==> src/rtl/i2cm_pkg.sv <==
// ----------------------------------------------------------------------------
// i2cm_pkg
// types and constants shared by the i2c master bit engine
// ----------------------------------------------------------------------------
`default_nettype none

package i2cm_pkg;

  // command codes carried in the mode field
  localparam logic [2:0] MODE_TICK  = 3'd0;
  localparam logic [2:0] MODE_START = 3'd1;
  localparam logic [2:0] MODE_STOP  = 3'd2;
  localparam logic [2:0] MODE_WRITE = 3'd3;
  localparam logic [2:0] MODE_READ  = 3'd4;

  // configuration register indexes
  localparam logic [2:0] REG_TICKS_PER_US   = 3'd0;
  localparam logic [2:0] REG_HALF_BIT_US    = 3'd1;
  localparam logic [2:0] REG_START_STOP_US  = 3'd2;
  localparam logic [2:0] REG_ACK_HALF_US    = 3'd3;
  localparam logic [2:0] REG_ACK_POLL_LIMIT = 3'd4;

  // reset values of the configuration registers
  localparam logic [7:0] RST_TICKS_PER_US   = 8'd100;
  localparam logic [7:0] RST_HALF_BIT_US    = 8'd5;
  localparam logic [7:0] RST_START_STOP_US  = 8'd4;
  localparam logic [7:0] RST_ACK_HALF_US    = 8'd2;
  localparam logic [7:0] RST_ACK_POLL_LIMIT = 8'd250;

  localparam logic [3:0] BITS_PER_BYTE = 4'd8;

  typedef enum logic [3:0] {
    PH_IDLE,
    PH_ST_A,
    PH_ST_B,
    PH_SP_A,
    PH_SP_B,
    PH_W_LOW,
    PH_W_HIGH,
    PH_K_A,
    PH_K_B,
    PH_K_POLL,
    PH_R_LOW,
    PH_R_HIGH,
    PH_M_LOW,
    PH_M_HIGH
  } phase_t;

  typedef struct packed {
    logic [2:0] mode;
    logic [7:0] tx_byte;
    logic       send_ack;
    logic       stop_after;
    logic       sda_in;
  } cmd_t;

  typedef struct packed {
    logic       scl_level;
    logic       sda_level;
    logic       sda_drive;
    logic       busy_res;
    logic       done_res;
    logic [7:0] rx_byte;
    logic       ack_missing;
  } res_t;

  typedef struct packed {
    logic [7:0] ticks_per_us;
    logic [7:0] half_bit_us;
    logic [7:0] start_stop_us;
    logic [7:0] ack_half_us;
    logic [7:0] ack_poll_limit;
  } cfg_t;

endpackage

`default_nettype wire

==> src/rtl/i2cm_cfg_regs.sv <==
// ----------------------------------------------------------------------------
// i2cm_cfg_regs
// timing configuration registers, written through a plain index/data port
// ----------------------------------------------------------------------------
`default_nettype none

module i2cm_cfg_regs (
  input  wire logic          clk,
  input  wire logic          rst,
  input  wire logic          cfg_we,
  input  wire logic [2:0]    cfg_index,
  input  wire logic [7:0]    cfg_data,
  output i2cm_pkg::cfg_t     cfg
);

  always_ff @(posedge clk) begin
    if (rst) begin
      cfg.ticks_per_us   <= i2cm_pkg::RST_TICKS_PER_US;
      cfg.half_bit_us    <= i2cm_pkg::RST_HALF_BIT_US;
      cfg.start_stop_us  <= i2cm_pkg::RST_START_STOP_US;
      cfg.ack_half_us    <= i2cm_pkg::RST_ACK_HALF_US;
      cfg.ack_poll_limit <= i2cm_pkg::RST_ACK_POLL_LIMIT;
    end else if (cfg_we) begin
      case (cfg_index)
        i2cm_pkg::REG_TICKS_PER_US:   cfg.ticks_per_us   <= cfg_data;
        i2cm_pkg::REG_HALF_BIT_US:    cfg.half_bit_us    <= cfg_data;
        i2cm_pkg::REG_START_STOP_US:  cfg.start_stop_us  <= cfg_data;
        i2cm_pkg::REG_ACK_HALF_US:    cfg.ack_half_us    <= cfg_data;
        i2cm_pkg::REG_ACK_POLL_LIMIT: cfg.ack_poll_limit <= cfg_data;
        default: ;
      endcase
    end
  end

endmodule

`default_nettype wire

==> src/rtl/i2cm_engine.sv <==
// ----------------------------------------------------------------------------
// i2cm_engine
// bus sequencer: advances one tick per step and forms the result of that tick
// ----------------------------------------------------------------------------
`default_nettype none

module i2cm_engine (
  input  wire logic           clk,
  input  wire logic           rst,
  input  wire logic           step,
  input  i2cm_pkg::cmd_t      cmd,
  input  i2cm_pkg::cfg_t      cfg,
  output i2cm_pkg::res_t      res
);

  i2cm_pkg::phase_t phase, phase_next;
  logic [3:0] bit_count, bit_count_next;
  logic [7:0] shift_reg, shift_reg_next;
  logic [7:0] us_prescale, us_prescale_next;
  logic [7:0] us_count, us_count_next;
  logic [7:0] poll_count, poll_count_next;
  logic [7:0] rx_last, rx_last_next;
  logic       pending_stop, pending_stop_next;
  logic       ack_choice, ack_choice_next;
  logic       ack_missing_flag, ack_missing_flag_next;
  logic       scl_reg, scl_reg_next;
  logic       sda_reg, sda_reg_next;
  logic       sda_oe_reg, sda_oe_reg_next;
  logic       done_now;

  // shared microsecond timer
  logic [7:0] phase_us, tpu, n_us, pre_inc, cnt_inc, pre_t, cnt_t;
  logic       pre_wrap, elapsed;
  logic [3:0] bit_inc;

  always_comb begin
    case (phase)
      i2cm_pkg::PH_ST_A, i2cm_pkg::PH_ST_B,
      i2cm_pkg::PH_SP_A, i2cm_pkg::PH_SP_B:   phase_us = cfg.start_stop_us;
      i2cm_pkg::PH_W_LOW, i2cm_pkg::PH_W_HIGH,
      i2cm_pkg::PH_R_LOW, i2cm_pkg::PH_R_HIGH: phase_us = cfg.half_bit_us;
      i2cm_pkg::PH_M_LOW, i2cm_pkg::PH_M_HIGH: phase_us = cfg.ack_half_us;
      default:                                 phase_us = 8'd1;
    endcase
    tpu      = (cfg.ticks_per_us == 8'd0) ? 8'd1 : cfg.ticks_per_us;
    n_us     = (phase_us == 8'd0) ? 8'd1 : phase_us;
    pre_inc  = us_prescale + 8'd1;
    pre_wrap = (pre_inc >= tpu);
    cnt_inc  = pre_wrap ? (us_count + 8'd1) : us_count;
    elapsed  = (cnt_inc >= n_us);
    pre_t    = (elapsed || pre_wrap) ? 8'd0 : pre_inc;
    cnt_t    = elapsed ? 8'd0 : cnt_inc;
    bit_inc  = bit_count + 4'd1;
  end

  always_comb begin
    phase_next            = phase;
    bit_count_next        = bit_count;
    shift_reg_next        = shift_reg;
    us_prescale_next      = us_prescale;
    us_count_next         = us_count;
    poll_count_next       = poll_count;
    rx_last_next          = rx_last;
    pending_stop_next     = pending_stop;
    ack_choice_next       = ack_choice;
    ack_missing_flag_next = ack_missing_flag;
    scl_reg_next          = scl_reg;
    sda_reg_next          = sda_reg;
    sda_oe_reg_next       = sda_oe_reg;
    done_now              = 1'b0;

    if (phase == i2cm_pkg::PH_IDLE) begin
      us_prescale_next = 8'd0;
      us_count_next    = 8'd0;
      case (cmd.mode)
        i2cm_pkg::MODE_START: begin
          sda_oe_reg_next = 1'b1;
          sda_reg_next    = 1'b1;
          scl_reg_next    = 1'b1;
          phase_next      = i2cm_pkg::PH_ST_A;
        end
        i2cm_pkg::MODE_STOP: begin
          sda_oe_reg_next = 1'b1;
          sda_reg_next    = 1'b0;
          scl_reg_next    = 1'b0;
          phase_next      = i2cm_pkg::PH_SP_A;
        end
        i2cm_pkg::MODE_WRITE: begin
          sda_oe_reg_next       = 1'b1;
          scl_reg_next          = 1'b0;
          shift_reg_next        = cmd.tx_byte;
          bit_count_next        = 4'd0;
          pending_stop_next     = cmd.stop_after;
          ack_missing_flag_next = 1'b0;
          sda_reg_next          = cmd.tx_byte[7];
          phase_next            = i2cm_pkg::PH_W_LOW;
        end
        i2cm_pkg::MODE_READ: begin
          sda_oe_reg_next = 1'b0;
          sda_reg_next    = 1'b1;
          scl_reg_next    = 1'b0;
          shift_reg_next  = 8'd0;
          bit_count_next  = 4'd0;
          ack_choice_next = cmd.send_ack;
          phase_next      = i2cm_pkg::PH_R_LOW;
        end
        default: ;
      endcase
    end else begin
      // timed phases take the timer update; the poll phase does not advance it
      if (phase != i2cm_pkg::PH_K_POLL) begin
        us_prescale_next = pre_t;
        us_count_next    = cnt_t;
      end
      case (phase)
        i2cm_pkg::PH_ST_A: if (elapsed) begin
          sda_reg_next = 1'b0;
          phase_next   = i2cm_pkg::PH_ST_B;
        end
        i2cm_pkg::PH_ST_B: if (elapsed) begin
          scl_reg_next = 1'b0;
          phase_next   = i2cm_pkg::PH_IDLE;
          done_now     = 1'b1;
        end
        i2cm_pkg::PH_SP_A: if (elapsed) begin
          scl_reg_next = 1'b1;
          sda_reg_next = 1'b1;
          phase_next   = i2cm_pkg::PH_SP_B;
        end
        i2cm_pkg::PH_SP_B: if (elapsed) begin
          phase_next = i2cm_pkg::PH_IDLE;
          done_now   = 1'b1;
        end
        i2cm_pkg::PH_W_LOW: if (elapsed) begin
          scl_reg_next = 1'b1;
          phase_next   = i2cm_pkg::PH_W_HIGH;
        end
        i2cm_pkg::PH_W_HIGH: if (elapsed) begin
          scl_reg_next   = 1'b0;
          shift_reg_next = {shift_reg[6:0], 1'b0};
          bit_count_next = bit_inc;
          if (bit_inc >= i2cm_pkg::BITS_PER_BYTE) begin
            sda_oe_reg_next = 1'b0;
            sda_reg_next    = 1'b1;
            phase_next      = i2cm_pkg::PH_K_A;
          end else begin
            sda_reg_next = shift_reg[6];
            phase_next   = i2cm_pkg::PH_W_LOW;
          end
        end
        i2cm_pkg::PH_K_A: if (elapsed) begin
          scl_reg_next = 1'b1;
          phase_next   = i2cm_pkg::PH_K_B;
        end
        i2cm_pkg::PH_K_B: if (elapsed) begin
          poll_count_next = 8'd0;
          phase_next      = i2cm_pkg::PH_K_POLL;
        end
        i2cm_pkg::PH_K_POLL: begin
          if (!cmd.sda_in) begin
            scl_reg_next = 1'b0;
            if (pending_stop) begin
              sda_oe_reg_next  = 1'b1;
              sda_reg_next     = 1'b0;
              us_prescale_next = 8'd0;
              us_count_next    = 8'd0;
              phase_next       = i2cm_pkg::PH_SP_A;
            end else begin
              phase_next = i2cm_pkg::PH_IDLE;
              done_now   = 1'b1;
            end
          end else if (poll_count >= cfg.ack_poll_limit) begin
            ack_missing_flag_next = 1'b1;
            sda_oe_reg_next       = 1'b1;
            scl_reg_next          = 1'b0;
            sda_reg_next          = 1'b0;
            us_prescale_next      = 8'd0;
            us_count_next         = 8'd0;
            phase_next            = i2cm_pkg::PH_SP_A;
          end else begin
            poll_count_next = poll_count + 8'd1;
          end
        end
        i2cm_pkg::PH_R_LOW: if (elapsed) begin
          scl_reg_next = 1'b1;
          phase_next   = i2cm_pkg::PH_R_HIGH;
        end
        i2cm_pkg::PH_R_HIGH: begin
          // sample on the first tick of scl high
          if (us_prescale == 8'd0 && us_count == 8'd0) begin
            shift_reg_next = {shift_reg[6:0], cmd.sda_in};
          end
          if (elapsed) begin
            scl_reg_next   = 1'b0;
            bit_count_next = bit_inc;
            if (bit_inc >= i2cm_pkg::BITS_PER_BYTE) begin
              rx_last_next    = shift_reg_next;
              sda_oe_reg_next = 1'b1;
              sda_reg_next    = !ack_choice;
              phase_next      = i2cm_pkg::PH_M_LOW;
            end else begin
              phase_next = i2cm_pkg::PH_R_LOW;
            end
          end
        end
        i2cm_pkg::PH_M_LOW: if (elapsed) begin
          scl_reg_next = 1'b1;
          phase_next   = i2cm_pkg::PH_M_HIGH;
        end
        i2cm_pkg::PH_M_HIGH: if (elapsed) begin
          scl_reg_next = 1'b0;
          phase_next   = i2cm_pkg::PH_IDLE;
          done_now     = 1'b1;
        end
        default: phase_next = i2cm_pkg::PH_IDLE;
      endcase
    end

    res.scl_level   = scl_reg_next;
    res.sda_level   = sda_oe_reg_next ? sda_reg_next : 1'b1;
    res.sda_drive   = sda_oe_reg_next;
    res.busy_res    = (phase_next != i2cm_pkg::PH_IDLE);
    res.done_res    = done_now;
    res.rx_byte     = rx_last_next;
    res.ack_missing = ack_missing_flag_next;
  end

  always_ff @(posedge clk) begin
    if (rst) begin
      phase            <= i2cm_pkg::PH_IDLE;
      bit_count        <= 4'd0;
      shift_reg        <= 8'd0;
      us_prescale      <= 8'd0;
      us_count         <= 8'd0;
      poll_count       <= 8'd0;
      rx_last          <= 8'd0;
      pending_stop     <= 1'b0;
      ack_choice       <= 1'b0;
      ack_missing_flag <= 1'b0;
      scl_reg          <= 1'b1;
      sda_reg          <= 1'b1;
      sda_oe_reg       <= 1'b1;
    end else if (step) begin
      phase            <= phase_next;
      bit_count        <= bit_count_next;
      shift_reg        <= shift_reg_next;
      us_prescale      <= us_prescale_next;
      us_count         <= us_count_next;
      poll_count       <= poll_count_next;
      rx_last          <= rx_last_next;
      pending_stop     <= pending_stop_next;
      ack_choice       <= ack_choice_next;
      ack_missing_flag <= ack_missing_flag_next;
      scl_reg          <= scl_reg_next;
      sda_reg          <= sda_reg_next;
      sda_oe_reg       <= sda_oe_reg_next;
    end
  end

endmodule

`default_nettype wire

==> src/rtl/i2c_master_bit_engine.sv <==
// ----------------------------------------------------------------------------
// i2c_master_bit_engine
// i2c master waveform generator, one item per bus timer tick
//
//   channel  dir  handshake            payload
//   cmd      in   cmd_valid/cmd_stall  i2cm_pkg::cmd_t (mode, byte, ack, sda)
//   res      out  res_valid/res_stall  i2cm_pkg::res_t (scl, sda, status)
//   cfg      in   cfg_we               cfg_index, cfg_data
//
// one item per cycle sustained while the result is not held; a taken item
// passes the input register, then the sequencer step into the result register
// the sequencer state moves once per item, so idle cycles do not count time
// synchronous reset: timing registers to defaults, bus lines driven high
// cmd_stall rises only while a result waits and res_stall is high
// ----------------------------------------------------------------------------
`default_nettype none

module i2c_master_bit_engine (
  input  wire logic          clk,
  input  wire logic          rst,
  input  wire logic          cmd_valid,
  output      logic          cmd_stall,
  input  i2cm_pkg::cmd_t     cmd,
  output      logic          res_valid,
  input  wire logic          res_stall,
  output i2cm_pkg::res_t     res,
  input  wire logic          cfg_we,
  input  wire logic [2:0]    cfg_index,
  input  wire logic [7:0]    cfg_data
);

  i2cm_pkg::cfg_t cfg;
  i2cm_pkg::cmd_t s1_cmd;
  i2cm_pkg::res_t step_res;
  logic           s1_valid;
  logic           advance;

  // the whole pipe moves unless the result register is held
  assign advance   = !res_valid || !res_stall;
  assign cmd_stall = !advance;

  i2cm_cfg_regs u_cfg (
    .clk       (clk),
    .rst       (rst),
    .cfg_we    (cfg_we),
    .cfg_index (cfg_index),
    .cfg_data  (cfg_data),
    .cfg       (cfg)
  );

  // sequencer steps once for each item leaving the input register
  i2cm_engine u_engine (
    .clk  (clk),
    .rst  (rst),
    .step (advance && s1_valid),
    .cmd  (s1_cmd),
    .cfg  (cfg),
    .res  (step_res)
  );

  always_ff @(posedge clk) begin
    if (rst) begin
      s1_valid  <= 1'b0;
      res_valid <= 1'b0;
    end else if (advance) begin
      s1_valid  <= cmd_valid;
      res_valid <= s1_valid;
    end
  end

  // payload registers, no reset
  always_ff @(posedge clk) begin
    if (advance) begin
      s1_cmd <= cmd;
      if (s1_valid) begin
        res <= step_res;
      end
    end
  end

endmodule

`default_nettype wire

==> config.mk <==
export PLATFORM = sky130hd
export DESIGN_NAME = i2c_master_bit_engine
export DESIGN_NICKNAME = d
export VERILOG_FILES = /design/src/rtl/i2cm_pkg.sv /design/src/rtl/i2cm_cfg_regs.sv /design/src/rtl/i2cm_engine.sv /design/src/rtl/i2c_master_bit_engine.sv
export SDC_FILE = /design/constraint.sdc
export NUM_CORES = 1
export LEC_CHECK = 0
export BUFFER_PORTS_ARGS = -buffer_cell sky130_fd_sc_hd__buf_2
export CORE_ASPECT_RATIO = 1.2
export CORE_UTILIZATION = 60
export DETAILED_ROUTE_END_ITERATION = 10
export GPL_TIMING_DRIVEN = 0
export PLACE_DENSITY = 0.79
export RECOVER_POWER = 25
export SYNTH_ARGS = -nofsm -noshare
export SYNTH_HDL_FRONTEND = slang
export SYNTH_SLANG_ARGS = --single-unit
==> constraint.sdc <==
create_clock -name clk -period 12.9 [get_ports clk]
set_input_delay 0.645 -clock clk [delete_from_list [all_inputs] [get_ports clk]]
set_output_delay 0.645 -clock clk [all_outputs]
set_load 0.01 [all_outputs]
# Word level (Yosys, flattened, before mapping)
# Index checks and enable logic that the tools add are counted.
# totals
reg_bits,124
inputBits,30
output_inout_bits,16
elab_cells,201
# classes
add_sub_neg,4
order_cmp,4
eq_ne,28
n_mux,91
bitwise_logic,1
reduce_logical,41
# ops
operator,n
2-to-1 mux 8 bit,27
2-to-1 mux 4 bit,17
case mux 8 bit (2 select lines),3
case mux 4 bit (11 select lines),1
logical NOT 8 bit,4
2-to-1 mux 1 bit,31
"adder 8 x 1 -> 8 bit, second input constant",3
"equality test 4 bit, second input constant",6
>= comparator 8 bit,3
case mux 8 bit (3 select lines),1
"equality test 4 x 3 -> 1 bit, second input constant",4
case mux 4 bit (4 select lines),1
"equality test 3 x 2 -> 1 bit, second input constant",4
AND reduction 2 bit,6
OR reduction 4 bit,3
case mux 1 bit (3 select lines),3
OR reduction 3 bit,3
"equality test 4 x 2 -> 1 bit, second input constant",2
AND reduction 4 bit,2
OR reduction 2 bit,4
"equality test 3 x 1 -> 1 bit, second input constant",2
"equality test 3 bit, second input constant",2
"!= test 2 bit, second input constant",3
case mux 1 bit (2 select lines),3
other kinds (22),31

# Logic depth before layout (Yosys ltp)
# Gate-level depths: netlist (run 1).
# depth
ltp_word,13
ltp_mapped,20
ltp_nobuf,17

# Hierarchy
# A second synthesis (run 1) with hierarchy kept.
# hier_totals
cells_unflattened,750
hier_area_um2,6892.9
# by_module_without_submodules
mod,instances,cells_each,area_each_um2,seq_area_each_um2
i2cm_engine,1,555,4321.6,1081.0
i2cm_cfg_regs,1,157,1642.8,800.8
i2c_master_bit_engine,1,38,928.4,880.8

# Least setup slack after synthesis (run 1)
# OpenSTA, ideal clock, no wires.
# synth_path
kind,reg2reg
startpoint,register u_engine.us_prescale[0]
endpoint,"register res[10] (netlist name), data pin"
setup_time_ns,0.272
arrival_time_ns,4.217
required_time_ns,12.628
path_slack_ns,8.412
path_stages_with_launch,18
path_buffers,2
period_less_slack_ns,4.488
path_cell_list,dfxtp_1 -> ha_1 -> nand3_1 -> xnor2_1 -> ha_1 -> a21o_1 -> a221oi_1 -> o21ai_1 -> clkbuf_1 -> xnor2_1 -> ha_1 -> nand2b_4 -> a2111oi_4 -> o211a_4 -> nor2_2 -> buf_6 -> o32a_1 -> or4_1
# synth_rtl
element,line_no,rtl
"start, declared",i2cm_engine.sv:19,"logic [7:0] us_prescale, us_prescale_next;"
"start signal, assigned",i2cm_engine.sv:247,us_prescale <= us_prescale_next;
"end signal, assigned",i2c_master_bit_engine.sv:76,res <= step_res;
"end, declared",i2c_master_bit_engine.sv:26,"output i2cm_pkg::res_t res,"

==> impl_metrics.csv, run 1 <==
group,metric,value,unit
routing,wire_per_inst,19.82,µm
worst_setup_path,required,13.05,ns
yosys,synth.area.top_cells,"dfxtp_1 29%, edfxtp_1 13%, nand2_1 7.3%",
worst_setup_path,cp.arrival,5.62,ns
worst_setup_path,crit_buf_inv,2,
final_layout,layout_common_cells,"129 x nand2_1, 96 x dfxtp_1, 65 x a21oi_1",
worst_setup_path,crit_path_max_fanout,10,
floorplanning,die_w,97.91,µm
clocking,cts_sinks,124,
yosys,synth-main-ff-cell,"dfxtp_1",
yosys,synth_top_area_cell,"dfxtp_1",
worst_setup_path,crit_chain,"clkbuf_1, inv_1, o31ai_1, nor3_1, a221o_1, a21oi_1, o21ai_0, ha_1, nand2b_4, a2111oi_4, o211ai_2, nand2_2, o21ai_0, a311o_1, or4_1",
outcome,status,"finished with violations",
final_layout,diodes,0,
floorplanning,row_count,41,
final_layout,largest_register_ffs,40,
yosys,yosysWarningCount,0,
clocking,htreeDepth,4,
power_and_ir_drop,seqPwrFrac,0.426,
place,gp_congestion,0.9857,
worst_setup_path,cpMostUsedCell,"o21ai_0",
yosys,synth-seq-cells,124,
final_layout,mostFrequentLayoutCell,"nand2_1",
final_layout,final_util,0.7121,
clocking,clk_pin_slew,0.06,ns
routing,vias,6123,
clocking,clockBufferDepth,2,
clocking,root_buffer,"clkbuf_16",
sta,tns,0,ns
sta,finClkSkew,0.01710,ns
sta,fin_crit_sh,0.4245,
outcome,violations,"design-rule violations",
routing,wirelength,18850,µm
sta,slew_viol_final,0,
routing,drc_errors,4,
clocking,cts_buffers,17,
yosys,synth_edf_count,28,
yosys,synth.avg_cell_area,8.889,µm²
floorplanning,die_y,117.1,µm
yosys,netlist.area_leader.share,0.2902,
final_layout,reg_top3,"u_cfg.cfg x40, res x14, s1_cmd x14",
sta,hold_viol_final,0,
sta,whs,0.3943,ns
sta,worst_pin_slew,1.206,ns
clocking,clock_latency,0.42,ns
final_layout,regMostFlops,"u_cfg.cfg",
routing,ant_nets,0,
global_routing,grt_pass1_vias,5638,
clocking,cts_tree,"built",
final_layout,design_area,7562,µm²
routing,routed_via_density,6.438,
sta,setup_viol,0,
power_and_ir_drop,p_sw,0.2605,mW
global_routing,grt_max_degree,24,
floorplanning,die-area,11460,µm²
power_and_ir_drop,p_int,0.7157,mW
min_path,min_path_type,"input port to flip-flop",
global_routing,grt_usage,0.3345,
global_routing,grt_pass1_wl,29190,µm
sta,rsz0062_at_grt,"no",
sta,period_needed,5.475,ns
worst_setup_path,cp_slowest_cell,"o31ai_1",
power_and_ir_drop,leakage,2.922,nW
worst_setup_path,critPathTopFamily,"compound AO/OA/AOI/OAI gates",
power_and_ir_drop,max-vdd-ir-drop,0.07955,mV
routing,dr.pass1.iters,8,
worst_setup_path,cp-end-kind,"flip-flop",
global_routing,gr-total-overflow,0,
place,place_inst,919,
yosys,synthesis.nets,805,
floorplanning,start_util,0.6237,
yosys,netlist_area,6623,µm²
clocking,post_cts_buffers,0,
clocking,postCtsHoldBufs,0,
yosys,yosysSeqAreaShare,0.4172,
place,placed_cell_area,7009,µm²
clocking,post_cts_resized,0,
worst_setup_path,start_kind,"flip-flop",
place,dp.final_hpwl,13820,µm
routing,drtIter0Drc,560,
global_routing,grt_antenna_before_repair,0,
power_and_ir_drop,clock_power_share,0.463,
sta,slew_headroom,0.1892,
sta,clock.fmax,182.6,MHz
power_and_ir_drop,power_density,129.1,nW/µm²
worst_setup_path,max_stage_delay,1.03,ns
floorplanning,core,10620,µm²
place,port_buffers,45,
worst_setup_path,path_class,"flip-flop to flip-flop",
final_layout,drive_gt1_frac,0.1326,
final_layout,layout.nets,869,
yosys,syn_inst,745,
power_and_ir_drop,comb_power_share,0.111,
floorplanning,io-pin-count,46,
yosys,synth.distinct_cells,70,
power_and_ir_drop,switching_share,0.2669,
run,maxCapViolCount,0,
final_layout,final_cells,951,
final_layout,area_delta_synth_final,14.19,%
yosys,async_flop_share,0,
synthesized netlist by cell type (11+ instances only):
master    instances
o211ai_1         12
mux2_2           23
nor3_1           25
xnor2_1          14
inv_1            25
a221oi_1         11
nor2b_1          16
mux2i_1          20
nor2_1           38
dfxtp_1          96
nand2_1         129
nand3_1          22
clkbuf_1         27
o21ai_0          21
edfxtp_1         28
a21oi_1          65
ha_1             30
cell type report:
type                    instances  area (µm²)
plain buffers                  35       143.9
clock buffers                  19       442.9
clock inverters                13       118.9
fillers                       830        3057
inverters                      27       101.3
multi-input cells             559        3615
flip-flops and latches        124        2763
well taps                     129       161.4
repair buffers                 45       216.5
routing by layer:
layer | GRT usage | vias up | routed length [µm]
li1 | - | 2864 | -
met1 | 0.3639 | 2945 | 7306
met2 | 0.6239 | 260 | 9719
met3 | 0.05285 | 54 | 1057
met4 | 0.1919 | 0 | 762
met5 | 0 | - | 0
kinds of logic after synthesis:
family,share of synthesized area
simple gates,0.2105
compound gates,0.1842
flops,0.4172
buf+inv,0.03703
mux,0.06934
fa+ha+maj,0.05668
xor+xnor,0.02513
worst register-to-register path, stage by stage, from the launching register on:
cell and delay [ns]:
dfxtp_1 0.36, clkbuf_1 0.37, inv_1 0.23, o31ai_1 1.03
nor3_1 0.16, a221o_1 0.32, a21oi_1 0.21, o21ai_0 0.15
ha_1 0.30, nand2b_4 0.15, a2111oi_4 0.43, o211ai_2 0.30
nand2_2 0.25, o21ai_0 0.12, a311o_1 0.40, or4_1 0.43
path summary, 6_finish.rpt:
check | cells after the start | slack (ns) | startpoint | to
min reg2reg | 2 | 0.45 | u_engine.rx_last[5]$_SDFFE_PP0P_ | u_engine.rx_last[5]$_SDFFE_PP0P_
max reg2reg | 15 | 7.42 | u_engine.phase[2]$_SDFFE_PP0P_ | res[10]$_DFFE_PP_
min | 1 | 0.39 | cmd[6] | s1_cmd[6]$_DFFE_PN_
max | 15 | 7.42 | u_engine.phase[2]$_SDFFE_PP0P_ | res[10]$_DFFE_PP_
power by group through the flow:
stage / Clock (mW) / Combinational [mW] / Sequential, mW
after floorplan: 0 / 0.0699 / 0.422
after global placement: 0 / 0.104 / 0.424
after detailed placement: 0 / 0.106 / 0.424
after CTS: 0.454 / 0.106 / 0.416
after global routing: 0.471 / 0.116 / 0.417
final: 0.452 / 0.108 / 0.416
through the flow:
stage / power [mW] / setup slack [ns]
finish: 0.9762 / 7.425
global route: 1.004 / 7.103
CTS: 0.9766 / 7.521
detailed placement: 0.5302 / 7.545
global placement: 0.5272 / 7.691
floorplan: 0.4924 / 8.412
(Power assumes the default switching activity.)
==> run 2: changes to the inputs <==
==> constraint.sdc (replaced) <==
create_clock -name clk -period 5.23 [get_ports clk]
set_input_delay 0.2615 -clock clk [delete_from_list [all_inputs] [get_ports clk]]
set_output_delay 0.2615 -clock clk [all_outputs]
set_load 0.01 [all_outputs]
==> impl_metrics.csv, run 2 (synthesis gave the netlist of run 1 again) <==
group,metric,value,unit
global_routing,grt_util_met2,0.6239,
clocking,cts_tree,"built",
sta,fin_crit_sh,0.9551,
sta,setup_viol,0,
place,dp.final_hpwl,13820,µm
routing,wirelength,18760,µm
power_and_ir_drop,p_int,1.767,mW
sta,whs,0.008726,ns
min_path,min_path_type,"input port to flip-flop",
global_routing,busiest_layer,"met2",
power_and_ir_drop,comb_power_share,0.113,
clocking,clock_latency,0.42,ns
place,port_buffers,45,
floorplanning,die-area,11460,µm²
floorplanning,row_count,41,
power_and_ir_drop,leakage,2.921,nW
run,maxCapViolCount,0,
routing,vias,6064,
sta,clock.fmax,200.2,MHz
sta,slew_viol_final,0,
clocking,clk_pin_slew,0.06,ns
final_layout,layout_common_cells,"129 x nand2_1, 96 x dfxtp_1, 65 x a21oi_1",
final_layout,final_util,0.7187,
worst_setup_path,start_kind,"flip-flop",
routing,ant_nets,0,
power_and_ir_drop,max-vdd-ir-drop,0.2012,mV
power_and_ir_drop,p_sw,0.6478,mW
floorplanning,die_y,117.1,µm
final_layout,layout.nets,872,
worst_setup_path,path_class,"flip-flop to flip-flop",
power_and_ir_drop,power_density,316.4,nW/µm²
final_layout,mostFrequentLayoutCell,"nand2_1",
worst_setup_path,critPathTopFamily,"compound AO/OA/AOI/OAI gates",
outcome,status,"finished with violations",
clocking,htreeDepth,4,
floorplanning,io-pin-count,46,
sta,finClkSkew,0.01030,ns
sta,rsz0062_at_grt,"no",
worst_setup_path,required,5.38,ns
sta,period_needed,4.995,ns
global_routing,grt_usage,0.3351,
global_routing,gr-total-overflow,0,
global_routing,met3_usage,0.05285,
power_and_ir_drop,clock_power_share,0.462,
routing,routed_via_density,6.356,
routing,drc_errors,4,
final_layout,regMostFlops,"u_cfg.cfg",
sta,hold_viol_final,0,
final_layout,reg_top3,"u_cfg.cfg x40, res x14, s1_cmd x14",
worst_setup_path,cp-end-kind,"flip-flop",
worst_setup_path,crit_path_max_fanout,10,
outcome,violations,"design-rule violations",
routing,dr.pass1.iters,8,
worst_setup_path,crit_buf_inv,3,
final_layout,final_cells,954,
floorplanning,die_w,97.91,µm
place,place_inst,919,
clocking,cts_buffers,17,
worst_setup_path,cp_slowest_cell,"or4_1",
final_layout,fillerInstances,818,
clocking,root_buffer,"clkbuf_16",
place,gp_congestion,0.9857,
final_layout,largest_register_ffs,40,
worst_setup_path,cp.arrival,5.15,ns
power_and_ir_drop,switching_share,0.2682,
sta,worst_pin_slew,1.175,ns
global_routing,grt_max_degree,24,
worst_setup_path,max_stage_delay,0.53,ns
power_and_ir_drop,seqPwrFrac,0.425,
clocking,clockBufferDepth,2,
sta,slew_headroom,0.2170,
final_layout,drive_gt1_frac,0.1321,
floorplanning,start_util,0.6237,
routing,drtIter0Drc,510,
global_routing,met1_usage,0.3646,
routing,wire_per_inst,19.66,µm
global_routing,grt_antenna_before_repair,0,
worst_setup_path,crit_chain,"clkbuf_1, clkinvlp_4, a21oi_1, a211oi_4, a222oi_1, nand4_1, o21ai_0, ha_1, nand2b_4, a2111oi_4, o211a_4, nor2_2, buf_6, o32a_1, or4_1",
floorplanning,core,10620,µm²
global_routing,grt_pass1_wl,29220,µm
final_layout,diodes,0,
clocking,cts_sinks,124,
final_layout,area_delta_synth_final,15.25,%
global_routing,grt_pass1_vias,5645,
[run 2: worst paths after layout]
kind	start	to	slack, ns	depth (start not counted)
worst max-delay path	u_engine.phase[1]$_SDFFE_PP0P_	res[10]$_DFFE_PP_	0.23	15
worst max register to register	u_engine.phase[1]$_SDFFE_PP0P_	res[10]$_DFFE_PP_	0.23	15
worst min register to register	u_engine.rx_last[5]$_SDFFE_PP0P_	u_engine.rx_last[5]$_SDFFE_PP0P_	0.45	2
worst min-delay path	cmd[7]	s1_cmd[7]$_DFFE_PN_	0.009	1
[run 2: metrics by stage]
step | total power, mW | TNS (ns) | cell area (µm²) | setup slack, ns
2_1_floorplan | 1.214 | 0 | 6623 | 0.7417
4_1_cts | 2.413 | 0 | 7596 | 0.01098
5_1_grt | 2.484 | 0 | 7632 | 0.02592
3_5_place_dp | 1.308 | -0.2480 | 7009 | -0.1249
6_report | 2.415 | 0 | 7632 | 0.2348
3_3_place_gp | 1.300 | 0 | 7009 | 0.02081
[run 2: power by group through the flow]
stage                     Sequential, mW  Clock [mW]  Combinational, mW
after floorplan                     1.04           0              0.172
after detailed placement            1.05           0              0.262
after CTS                           1.03        1.12              0.267
after global placement              1.04           0              0.256
final                               1.03        1.12              0.273
after global routing                1.03        1.16              0.294
[run 2: what timing repair did]
item | 4_1_cts | 5_1_grt
buffers inserted | 0 | 2
hold endpoints to repair | 0 | 1
hold buffers | 0 | 1
pin swaps | 0 | 2
gates resized for setup | 4 | 7
endpoints found under the setup margin | 4 | 26
[run 2: layout make-up]
class                      instances  area, µm²  area share
clock inverter                    13      118.9     0.01557
timing repair buffer              48      230.2     0.03016
clock buffer                      19      442.9     0.05803
buffer                            35      145.1     0.01902
multi-input combinational        559       3666      0.4803
tap                              129      161.4     0.02115
inverter                          27      105.1     0.01377
sequential                       124       2763      0.3620
[run 2: routing by layer]
metal  share of wire  vias to the layer above
li1                -                     2866
met2            0.51                      230
met5               0                        -
met3           0.051                       61
met4           0.045                        0
met1            0.39                     2907
==> run 3: changes to the inputs <==
--- a/config.mk
+++ b/config.mk
@@ -5,12 +5,15 @@
 export SDC_FILE = /design/constraint.sdc
 export NUM_CORES = 1
 export LEC_CHECK = 0
+export ABC_AREA = 1
 export BUFFER_PORTS_ARGS = -buffer_cell sky130_fd_sc_hd__buf_2
+export CELL_PAD_IN_SITES_DETAIL_PLACEMENT = 0
+export CELL_PAD_IN_SITES_GLOBAL_PLACEMENT = 1
 export CORE_ASPECT_RATIO = 1.2
-export CORE_UTILIZATION = 60
+export CORE_UTILIZATION = 45
 export DETAILED_ROUTE_END_ITERATION = 10
 export GPL_TIMING_DRIVEN = 0
-export PLACE_DENSITY = 0.79
+export PLACE_DENSITY_LB_ADDON = 0.1
 export RECOVER_POWER = 25
 export SYNTH_ARGS = -nofsm -noshare
 export SYNTH_HDL_FRONTEND = slang
==> impl_metrics.csv, run 3 <==
group,metric,value,unit
power_and_ir_drop,leakage,3.621,nW
yosys,synth-main-ff-cell,"dfxtp_1",
floorplanning,core,15020,µm²
routing,drc_errors,0,
yosys,synth_top_area_cell,"dfxtp_1",
worst_setup_path,cp_slowest_cell,"dfxtp_1",
worst_setup_path,cp.arrival,4.97,ns
power_and_ir_drop,clock_power_share,0.449,
yosys,synthesis.nets,1004,
floorplanning,start_util,0.4612,
global_routing,grt_usage,0.2620,
yosys,synth.avg_cell_area,7.339,µm²
yosys,synth_edf_count,28,
sta,finClkSkew,0.007790,ns
floorplanning,row_count,49,
yosys,netlist_area,6928,µm²
final_layout,layout.nets,1073,
place,gp_congestion,0.8773,
sta,tns,0,ns
sta,worst_pin_slew,1.264,ns
worst_setup_path,cp-end-kind,"flip-flop",
routing,wire_per_inst,16.10,µm
clocking,clock_latency,0.43,ns
global_routing,grt_antenna_before_repair,0,
power_and_ir_drop,power.total,2.629,mW
worst_setup_path,required,5.41,ns
yosys,syn_inst,944,
floorplanning,die-area,15900,µm²
global_routing,grt_pass1_wl,31370,µm
sta,fin_crit_sh,0.9161,
power_and_ir_drop,switching_share,0.2912,
sta,hold_viol_final,0,
routing,drtIter0Drc,371,
outcome,status,"complete, no violations",
min_path,min_path_type,"input port to flip-flop",
yosys,yosysWarningCount,0,
global_routing,grt_max_degree,24,
place,port_buffers,45,
final_layout,drive_gt1_frac,0.1092,
yosys,synth.area.top_cells,"dfxtp_1 28%, edfxtp_1 12%, nand2_1 9.0%",
place,dp.final_hpwl,14480,µm
worst_setup_path,crit_buf_inv,5,
worst_setup_path,path_class,"flip-flop to flip-flop",
worst_setup_path,max_stage_delay,0.39,ns
floorplanning,die_w,115.3,µm
worst_setup_path,cpMostUsedCell,"inv_1",
final_layout,largest_register_ffs,40,
yosys,synth.most_common_cell,"nand2_1",
clocking,cts_tree,"built",
clocking,cts_sinks,124,
yosys,yosysSeqAreaShare,0.3988,
worst_setup_path,start_kind,"flip-flop",
yosys,synth.top_cells.by_count,"167 x nand2_1, 117 x inv_1, 106 x o21ai_0",
power_and_ir_drop,power_density,327.8,nW/µm²
final_layout,fillerInstances,1532,
sta,setup_viol,0,
final_layout,diodes,0,
worst_setup_path,crit_path_max_fanout,10,
routing,routed_via_density,5.275,
sta,slew_viol_final,0,
final_layout,mostFrequentLayoutCell,"nand2_1",
yosys,synth-seq-cells,124,
sta,slew_headroom,0.1571,
final_layout,regMostFlops,"u_cfg.cfg",
routing,ant_nets,0,
routing,vias,6488,
clocking,clk_pin_slew,0.06,ns
routing,dr.pass1.iters,6,
run,maxCapViolCount,0,
clocking,cts_buffers,17,
sta,rsz0062_at_grt,"no",
yosys,async_flop_share,0,
power_and_ir_drop,p_int,1.864,mW
worst_setup_path,critPathTopFamily,"simple AND/OR/NAND/NOR gates",
final_layout,layout_common_cells,"167 x nand2_1, 117 x inv_1, 106 x o21ai_0",
final_layout,reg_top3,"u_cfg.cfg x40, res x14, s1_cmd x14",
yosys,synth.distinct_cells,53,
sta,whs,0.01091,ns
floorplanning,io-pin-count,46,
sta,clock.fmax,208.7,MHz
power_and_ir_drop,seqPwrFrac,0.401,
power_and_ir_drop,max-vdd-ir-drop,0.2234,mV
power_and_ir_drop,p_sw,0.7658,mW
routing,wirelength,19800,µm
sta,period_needed,4.791,ns
yosys,netlist.area_leader.share,0.2774,
clocking,clockBufferDepth,2,
clocking,root_buffer,"clkbuf_16",
clocking,htreeDepth,4,
global_routing,gr-total-overflow,0,
final_layout,area_delta_synth_final,15.80,%
power_and_ir_drop,comb_power_share,0.150,
global_routing,grt_pass1_vias,6040,
floorplanning,die_y,137.9,µm
[run 3: logic make-up after synthesis]
group,Yosys count,synth area share
DFF,124,0.3988
adders and majority gates,30,0.05418
AOI/OAI and AO/OA,238,0.1942
buffers and inverters,162,0.09175
and+or+nand+nor,372,0.2384
xor gates and xnor gates,18,0.02276
[run 3: metal layers]
| metal | vias up | wire [µm] | GRT usage |
|---|---|---|---|
| met1 | 2963 | 8815 | 0.3260 |
| met5 | - | 0 | 0 |
| met4 | 0 | 375 | 0.1003 |
| met2 | 183 | 9722 | 0.4555 |
| met3 | 28 | 889 | 0.03934 |
| li1 | 3314 | - | - |
[run 3: power groups by stage]
stage / Clock, mW / Sequential [mW] / Combinational, mW
3_3_place_gp: 0 / 1.07 / 0.391
3_5_place_dp: 0 / 1.07 / 0.389
4_1_cts: 1.19 / 1.05 / 0.394
6_report: 1.18 / 1.06 / 0.393
5_1_grt: 1.23 / 1.06 / 0.440
2_1_floorplan: 0 / 1.07 / 0.264
[run 3: cell type report]
cell class	count	area [µm²]	share of cell area
clock inverters	14	142.6	0.01778
flip-flops and latches	124	2763	0.3444
plain buffers	34	155.1	0.01934
inverters	128	480.5	0.05989
multi-input cells	658	3535	0.4406
repair buffers	50	252.7	0.03150
clock buffers	18	439.2	0.05474
well taps	204	255.2	0.03182
[run 3: per-stage QoR]
stage	instance area [µm²]	std cells	util	setup slack, ns
after floorplan	6928	944	-	1.128
after global placement	7408	1193	0.4932	0.2445
after detailed placement	7408	1193	0.4932	0.2936
after CTS	8030	1229	0.5346	0.2675
after global routing	8023	1230	0.5341	0.03015
final	8023	1230	0.5341	0.4387
[run 3: what timing repair did]
action / in CTS / in global routing
setup endpoints to repair: 0 / 27
resized for setup: 0 / 1
endpoints found under the hold margin: 4 / 0
hold buffers: 4 / 0
buffers inserted: 0 / 1
[run 3: final timing paths]
path	start	end	slack, ns	cells after the start
worst min-delay path	cmd[6]	s1_cmd[6]$_DFFE_PN_	0.01	1
worst min register to register	u_cfg.cfg[8]$_SDFFE_PP0P_	u_cfg.cfg[8]$_SDFFE_PP0P_	0.45	2
worst max-delay path	u_engine.us_prescale[0]$_SDFFE_PP0P_	res[10]$_DFFE_PP_	0.44	25
worst max register to register	u_engine.us_prescale[0]$_SDFFE_PP0P_	res[10]$_DFFE_PP_	0.44	25
